## src/rtl/core/tbp_pkg.sv

```systemverilog
// ----------------------------------------------------------------------------
// tbp_pkg
// Shared types and constants for the projected triangle barycentric block.
// ----------------------------------------------------------------------------
package tbp_pkg;

  localparam int CoordW   = 16;
  localparam int FracBits = 16;
  localparam int WeightW  = 32;
  localparam int TolW     = 16;
  localparam int DiffW    = CoordW + 1;
  localparam int ProdW    = 2 * DiffW;
  localparam int CrossW   = ProdW + 1;
  localparam int ShW      = WeightW - FracBits;

  localparam logic signed [WeightW-1:0] OneFx      = WeightW'(1) << FracBits;
  localparam logic signed [WeightW-1:0] MinusOneFx = -OneFx;
  localparam logic signed [WeightW-1:0] WMax       = {1'b0, {(WeightW-1){1'b1}}};
  localparam logic signed [WeightW-1:0] WMin       = {1'b1, {(WeightW-1){1'b0}}};

  typedef logic signed [CoordW-1:0]  coord_t;
  typedef logic signed [DiffW-1:0]   diff_t;
  typedef logic signed [ProdW-1:0]   prod_t;
  typedef logic signed [CrossW-1:0]  cross_t;
  typedef logic        [CrossW-1:0]  mag_t;
  typedef logic signed [WeightW-1:0] weight_t;

  typedef enum logic [1:0] {
    StOk        = 2'd0,
    StDegen     = 2'd1,
    StSaturated = 2'd2
  } status_e;

  typedef struct packed {
    coord_t vertex_a_x;
    coord_t vertex_a_y;
    coord_t vertex_a_z;
    coord_t vertex_b_x;
    coord_t vertex_b_y;
    coord_t vertex_b_z;
    coord_t vertex_c_x;
    coord_t vertex_c_y;
    coord_t vertex_c_z;
    coord_t query_x;
    coord_t query_y;
    coord_t query_z;
  } in_req_t;

  typedef struct packed {
    status_e status;
    weight_t weight_a;
    weight_t weight_b;
    weight_t weight_c;
  } out_rsp_t;

  typedef struct packed {
    mag_t num_u;
    mag_t num_v;
    mag_t den;
    logic neg_u;
    logic neg_v;
    logic flat;
  } div_in_t;

  typedef struct packed {
    logic [WeightW-1:0] q_u;
    logic [WeightW-1:0] q_v;
    logic               ovf_u;
    logic               ovf_v;
    logic               neg_u;
    logic               neg_v;
    logic               flat;
  } div_out_t;

endpackage

```

## src/rtl/core/tbp_back.sv

```systemverilog
// ----------------------------------------------------------------------------
// tbp_back
// Sign restore, weight saturation, third weight and result register.
// ----------------------------------------------------------------------------
module tbp_back (
  input  logic              clk_i,
  input  logic              rst_ni,
  input  logic              in_valid_i,
  output logic              in_ready_o,
  input  tbp_pkg::div_out_t in_i,
  output logic              out_valid_o,
  input  logic              out_ready_i,
  output tbp_pkg::out_rsp_t out_o
);
  import tbp_pkg::*;

  localparam logic [WeightW-1:0] NegLimit = {1'b1, {(WeightW-1){1'b0}}};

  logic [1:0] v_q;
  logic [2:0] en;
  weight_t    u_q, v1_q;
  logic       sat1_q, flat1_q;
  out_rsp_t   rsp_q;

  weight_t u_d, v_d;
  logic    sat_u, sat_v;

  always_comb begin
    en[2] = out_ready_i;
    en[1] = ~v_q[1] | en[2];
    en[0] = ~v_q[0] | en[1];
  end

  always_comb begin
    sat_u = 1'b0;
    sat_v = 1'b0;
    if (in_i.neg_u) begin
      sat_u = in_i.ovf_u || (in_i.q_u > NegLimit);
      u_d   = sat_u ? WMin : weight_t'(-in_i.q_u);
    end else begin
      sat_u = in_i.ovf_u || in_i.q_u[WeightW-1];
      u_d   = sat_u ? WMax : weight_t'(in_i.q_u);
    end
    if (in_i.neg_v) begin
      sat_v = in_i.ovf_v || (in_i.q_v > NegLimit);
      v_d   = sat_v ? WMin : weight_t'(-in_i.q_v);
    end else begin
      sat_v = in_i.ovf_v || in_i.q_v[WeightW-1];
      v_d   = sat_v ? WMax : weight_t'(in_i.q_v);
    end
  end

  logic signed [WeightW+1:0] w_full;
  weight_t                   w_d;
  logic                      sat_w;
  out_rsp_t                  rsp_d;

  always_comb begin
    w_full = (WeightW+2)'(OneFx) - (WeightW+2)'(u_q) - (WeightW+2)'(v1_q);
    sat_w  = 1'b0;
    w_d    = weight_t'(w_full);
    if (w_full > (WeightW+2)'(WMax)) begin
      sat_w = 1'b1;
      w_d   = WMax;
    end else if (w_full < (WeightW+2)'(WMin)) begin
      sat_w = 1'b1;
      w_d   = WMin;
    end
    if (flat1_q) begin
      rsp_d.status   = StDegen;
      rsp_d.weight_a = MinusOneFx;
      rsp_d.weight_b = MinusOneFx;
      rsp_d.weight_c = MinusOneFx;
    end else begin
      rsp_d.status   = (sat1_q || sat_w) ? StSaturated : StOk;
      rsp_d.weight_a = u_q;
      rsp_d.weight_b = v1_q;
      rsp_d.weight_c = w_d;
    end
  end

  always_ff @(posedge clk_i or negedge rst_ni) begin
    if (!rst_ni) begin
      v_q <= '0;
    end else begin
      if (en[0]) begin
        v_q[0] <= in_valid_i;
      end
      if (en[1]) begin
        v_q[1] <= v_q[0];
      end
    end
  end

  always_ff @(posedge clk_i) begin
    if (en[0]) begin
      u_q     <= u_d;
      v1_q    <= v_d;
      sat1_q  <= sat_u | sat_v;
      flat1_q <= in_i.flat;
    end
    if (en[1]) begin
      rsp_q <= rsp_d;
    end
  end

  assign in_ready_o  = en[0];
  assign out_valid_o = v_q[1];
  assign out_o       = rsp_q;

endmodule

```

## config.mk

```make
export PLATFORM = sky130hd
export DESIGN_NAME = tbp_back
export DESIGN_NICKNAME = d
export VERILOG_FILES = /design/src/rtl/core/tbp_pkg.sv /design/src/rtl/core/tbp_back.sv
export SDC_FILE = /design/constraint.sdc
export NUM_CORES = 1
export LEC_CHECK = 0
export BUFFER_PORTS_ARGS = -buffer_cell sky130_fd_sc_hd__buf_2
export CAP_MARGIN = 20
export CORE_MARGIN = 3
export CORE_UTILIZATION = 30
export CTS_BUF_LIST = sky130_fd_sc_hd__clkbuf_4 sky130_fd_sc_hd__clkbuf_8 sky130_fd_sc_hd__clkbuf_16
export CTS_CLUSTER_DIAMETER = 30
export DETAILED_ROUTE_END_ITERATION = 8
export PLACE_DENSITY = 0.56
export SETUP_SLACK_MARGIN = 0.3
export SLEW_MARGIN = 20
export SYNTH_ARGS = -nofsm -noshare
export SYNTH_HDL_FRONTEND = slang
export SYNTH_SLANG_ARGS = --single-unit
```

## constraint.sdc

```tcl
create_clock -name clk_i -period 4.8 [get_ports clk_i]
set_clock_uncertainty 0.1 [all_clocks]
set_input_delay 0.48 -clock clk_i [delete_from_list [all_inputs] [get_ports clk_i]]
set_output_delay 0.48 -clock clk_i [all_outputs]
set_load 0.01 [all_outputs]
```

==> summary.md <==
| Metric | Value |
|---|---|
| Run status | `complete, no violations` |
| Post-layout nets | `1331` |
| Power share of the combinational group | `~29%` |
| Clock tree from TritonCTS | `done` |
| Post-detailed-route wirelength per cell | `approximately 19 um` |
| Post-synthesis cell type count | `78` |
| Die Footprint | `0.0365 mm^2` |
| Ys flop type | `sky130_fd_sc_hd__edfxtp_1` |
| Largest area contributor in the synthesized netlist | `sky130_fd_sc_hd__edfxtp_1` |
| Pin count of the biggest net entering global routing | `69` |
| Total overflow reported by the global router | `0` |
| Post-Route WL | `30900 um` |
| Max Freq | `around 0.25 GHz` |
| Clk network pwr share | `a little under a third` |
| Top cells by area, synth | `sky130_fd_sc_hd__edfxtp_1 (48%), sky130_fd_sc_hd__ha_1 (8.0%), sky130_fd_sc_hd__nand2_1 (4.4%)` |
| P_leak | `5.10 nW` |
| Highest ir drop seen on vdd | `229 uV` |
| Largest stage delay on the critical path | `0.63 ns` |
| Share of power burned in registers | `40.5%` |
| Post-synthesis sequential area ratio | `48.4%` |
| RSZ-0062 raised after global routing | `no` |
| Htree depth | `4` |
| Horizontal extent of the die | `between 150 and 200 um` |
| Count of buffering cells on the critical path with inverters included | `2` |
| HP Class | `input port to register` |
| Core box area | `around 0.034 mm^2` |
| Setup violators final | `0` |
| Area growth from synthesis to final layout | `18.5%` |
| Kind of critical path | `register to register` |
| Period Utilization, post-route | `~85%` |
| Reported max-cap violation count | `0` |
| # port buffers | `between 150 and 200` |
| Wire length of the first global-routing pass | `46900 um` |
| Min Tclk post-route | `4.08 ns` |
| Top-level I/O count | `around 170` |
| Syn nets | `1176` |
| Tightest Pin Transition | `1.08 ns` |
| Crit path capture type | `register` |
| Detail Placement HPWL | `24000 um` |
| Internal power consumption | `0.00312 W` |
| Data arrival time of the critical path | `4.19 ns` |
| Final number of hold-violating endpoints | `0` |
| Detailed-route vias per instance | `approximately 5` |
| Via count | `about 8400` |
| Vias in the first global route | `7932` |
| Critical path launch point type | `register` |
| Number of antenna violations at the first check in global routing | `0` |
| Post-synth top area share | `47.9%` |
| Post-synthesis async set-or-reset flop share | `1.20%` |
| Post-synthesis register bit count | `166` |
| Number of placement rows | `67` |
| Slowest stage cell, crit path | `sky130_fd_sc_hd__o32ai_2` |
| Number of enable flip-flop cells after synthesis | `164` |
| Clock buffer depth | `2` |
| Cell type group with the largest total delay on the critical path | `compound AO/OA/AOI/OAI gates` |
| Number of slew-limit violations in the final report | `0` |
| Dominant cell by count in the synthesized netlist | `sky130_fd_sc_hd__edfxtp_1` |
| Slack of the critical path | `0.723 ns` |
| Remaining max-slew budget at the tightest pin | `27.7%` |
| DRC violation count after routing | `0` |
| Detail Route Antenna Nets | `0` |
| Worst-path clk slew | `0.07 ns` |
| Most frequent cells after synthesis | `sky130_fd_sc_hd__edfxtp_1 (164), sky130_fd_sc_hd__nand2_1 (120), sky130_fd_sc_hd__inv_1 (93)` |
| Pre-CTS setup slack | `0.797 ns` |
| Switching power summed over all nets | `0.00157 W` |
| Mean area per synthesized cell | `9.93 um^2` |
| Chain of cells forming the critical path | `ha_1, inv_1, ha_1, inv_1, fa_1, nor2b_1, o31a_1, o2111ai_1, a21oi_1, a311oi_2, o32ai_2, nand3_1, o41ai_1` |
| Fillers | `3488` |
| Cell chosen for the clock root | `sky130_fd_sc_hd__clkbuf_16` |
| Post-synthesis instance total | `1036` |
| Violation count after the first detailed-routing iteration | `751` |
| Worst reg2reg setup slack | `approximately 0.72 ns` |
| Switching Fraction | `33.4%` |
| Final weighted congestion of routability-driven global placement | `0.881` |
| Fraction of layout instances using a drive strength above 1 | `20.9%` |
| Accumulated negative setup slack | `0 ns` |
| Number of clock buffers inserted by TritonCTS | `17` |
| Die height | `around 190 um` |
| Source-to-sink clock delay at the later pin of the worst-skew pair | `0.44 ns` |
| Cell Area, Synth | `0.0103 mm^2` |
| Global-route usage over all layers | `between 15 and 20%` |
| Initial core utilization | `30.5%` |
| Count of yosys warnings during synthesis | `0` |
| Worst-path fanout max | `13` |
| Required time of the critical path | `4.91 ns` |
| Ratio of total power to cell area | `384 mW/mm^2` |
| Router iterations before antenna repair | `5` |
| Sinks on Clock Net | `roughly 170` |
| Diode insertion count for antenna repair | `0` |
==> placed cells by master (no fill, tap or decap), types with 12 or more instances in the layout <==
cell                        netlist  final
sky130_fd_sc_hd__o41ai_1         13     13
sky130_fd_sc_hd__a21oi_1         57     57
sky130_fd_sc_hd__nand2_1        120    120
sky130_fd_sc_hd__nor2_1          92     91
sky130_fd_sc_hd__edfxtp_1       164    164
sky130_fd_sc_hd__a31oi_1         12     12
sky130_fd_sc_hd__nand3_1         12     12
sky130_fd_sc_hd__buf_2            7    172
sky130_fd_sc_hd__ha_1            66     66
sky130_fd_sc_hd__o311ai_1        18     18
sky130_fd_sc_hd__o31ai_1         15     15
sky130_fd_sc_hd__a21o_1          18     18
sky130_fd_sc_hd__clkbuf_16        0     17
sky130_fd_sc_hd__buf_4            2     12
sky130_fd_sc_hd__nor3_1          37     37
sky130_fd_sc_hd__a211o_1         15     15
sky130_fd_sc_hd__inv_1           93     93
sky130_fd_sc_hd__xor2_1          14     14
sky130_fd_sc_hd__o21ai_0         68     68
==> worst register-to-register path, delay by kind of cell, from the launching register on <==
| kind | cells | cell delay, ns |
|---|---|---|
| buffers and inverters | 2 | 0.12 |
| AND/OR/NAND/NOR | 2 | 0.73 |
| flip-flops | 1 | 0.38 |
| adder cells (fa/ha/maj) | 3 | 0.85 |
| AO/OA/AOI/OAI | 6 | 1.69 |
==> sequential cells by signal, indices dropped and copies added (netlist names) <==
register / flops
flat1_q: 1
u_q: 32
out_o: 98
v1_q: 32
sat1_q: 1
v_q: 2
==> power by group through the flow <==
stage / Clock, W / Combinational, W / Sequential [W]
after global placement: 0 / 0.00134 / 0.00194
final: 0.00144 / 0.00135 / 0.00190
after global routing: 0.00153 / 0.00150 / 0.00192
after detailed placement: 0 / 0.00134 / 0.00193
after CTS: 0.00148 / 0.00135 / 0.00190
after floorplan: 0 / 0.000815 / 0.00198
==> final timing paths <==
path	cells past startpoint	endpoint	start
setup / recovery	13	out_o[4]$_SDFFCE_PP0P_	u_q[1]$_DFFE_PP_
hold / removal	2	v_q[0]$_DFFE_PN0P_	in_valid_i
setup reg to reg	13	out_o[4]$_SDFFCE_PP0P_	u_q[1]$_DFFE_PP_
hold reg to reg	1	v_q[1]$_DFFE_PN0P_	v_q[0]$_DFFE_PN0P_
max in group asynchronous	2	v_q[1]$_DFFE_PN0P_	rst_ni
min in group asynchronous	2	v_q[0]$_DFFE_PN0P_	rst_ni
==> logic make-up (layout without fill, tap and decap cells) <==
group / count (synthesis) / after routing / share of synthesized area (%)
fa+ha+maj: 67 / 67 / 8.22
mux: 2 / 2 / 0.195
simple gates: 360 / 360 / 17.4
flops: 166 / 166 / 48.4
xor+xnor: 23 / 23 / 1.96
compound gates: 275 / 275 / 18.1
buf+inv: 143 / 311 / 5.83
==> per-stage QoR <==
step / hold WS (ns) / std cells / util [%] / instance area [um^2] / power [W]
2_1_floorplan: 0.0844 / 1036 / - / 10300 / 0.00280
3_3_place_gp: 0.165 / 1618 / 34.3 / 11600 / 0.00327
3_5_place_dp: 0.168 / 1618 / 34.3 / 11600 / 0.00327
4_1_cts: 0.101 / 1651 / 36.1 / 12200 / 0.00473
5_1_grt: 0.115 / 1652 / 36.2 / 12200 / 0.00495
6_report: 0.124 / 1652 / 36.2 / 12200 / 0.00468
==> routing by layer <==
| layer | global-route usage (%) | vias to the layer above | share of wire (%) |
|---|---|---|---|
| li1 | - | 4149 | - |
| met1 | 23.6 | 3988 | 47 |
| met2 | 27.2 | 248 | 46 |
| met3 | 2.68 | 27 | 5.3 |
| met4 | 4.37 | 0 | 1.6 |
| met5 | 0 | - | 0 |
==> area by class of cell <==
cell class / instances / area [um^2] / share of cell area, %
Multi-Input combinational cell: 727 / 4730 / 38.8
Tap cell: 448 / 561 / 4.60
Clock buffer: 18 / 433 / 3.55
Clock inverter: 14 / 180 / 1.48
Inverter: 94 / 353 / 2.89
Timing Repair Buffer: 185 / 961 / 7.88
Sequential cell: 166 / 4970 / 40.8
==> timing repair <==
action,4_1_cts,5_1_grt
resized for setup,0,0
setup buffers,0,0
hold endpoints to repair,2,0
hold buffers,1,0
No activity file was read; power rests on OpenSTA's default activity.
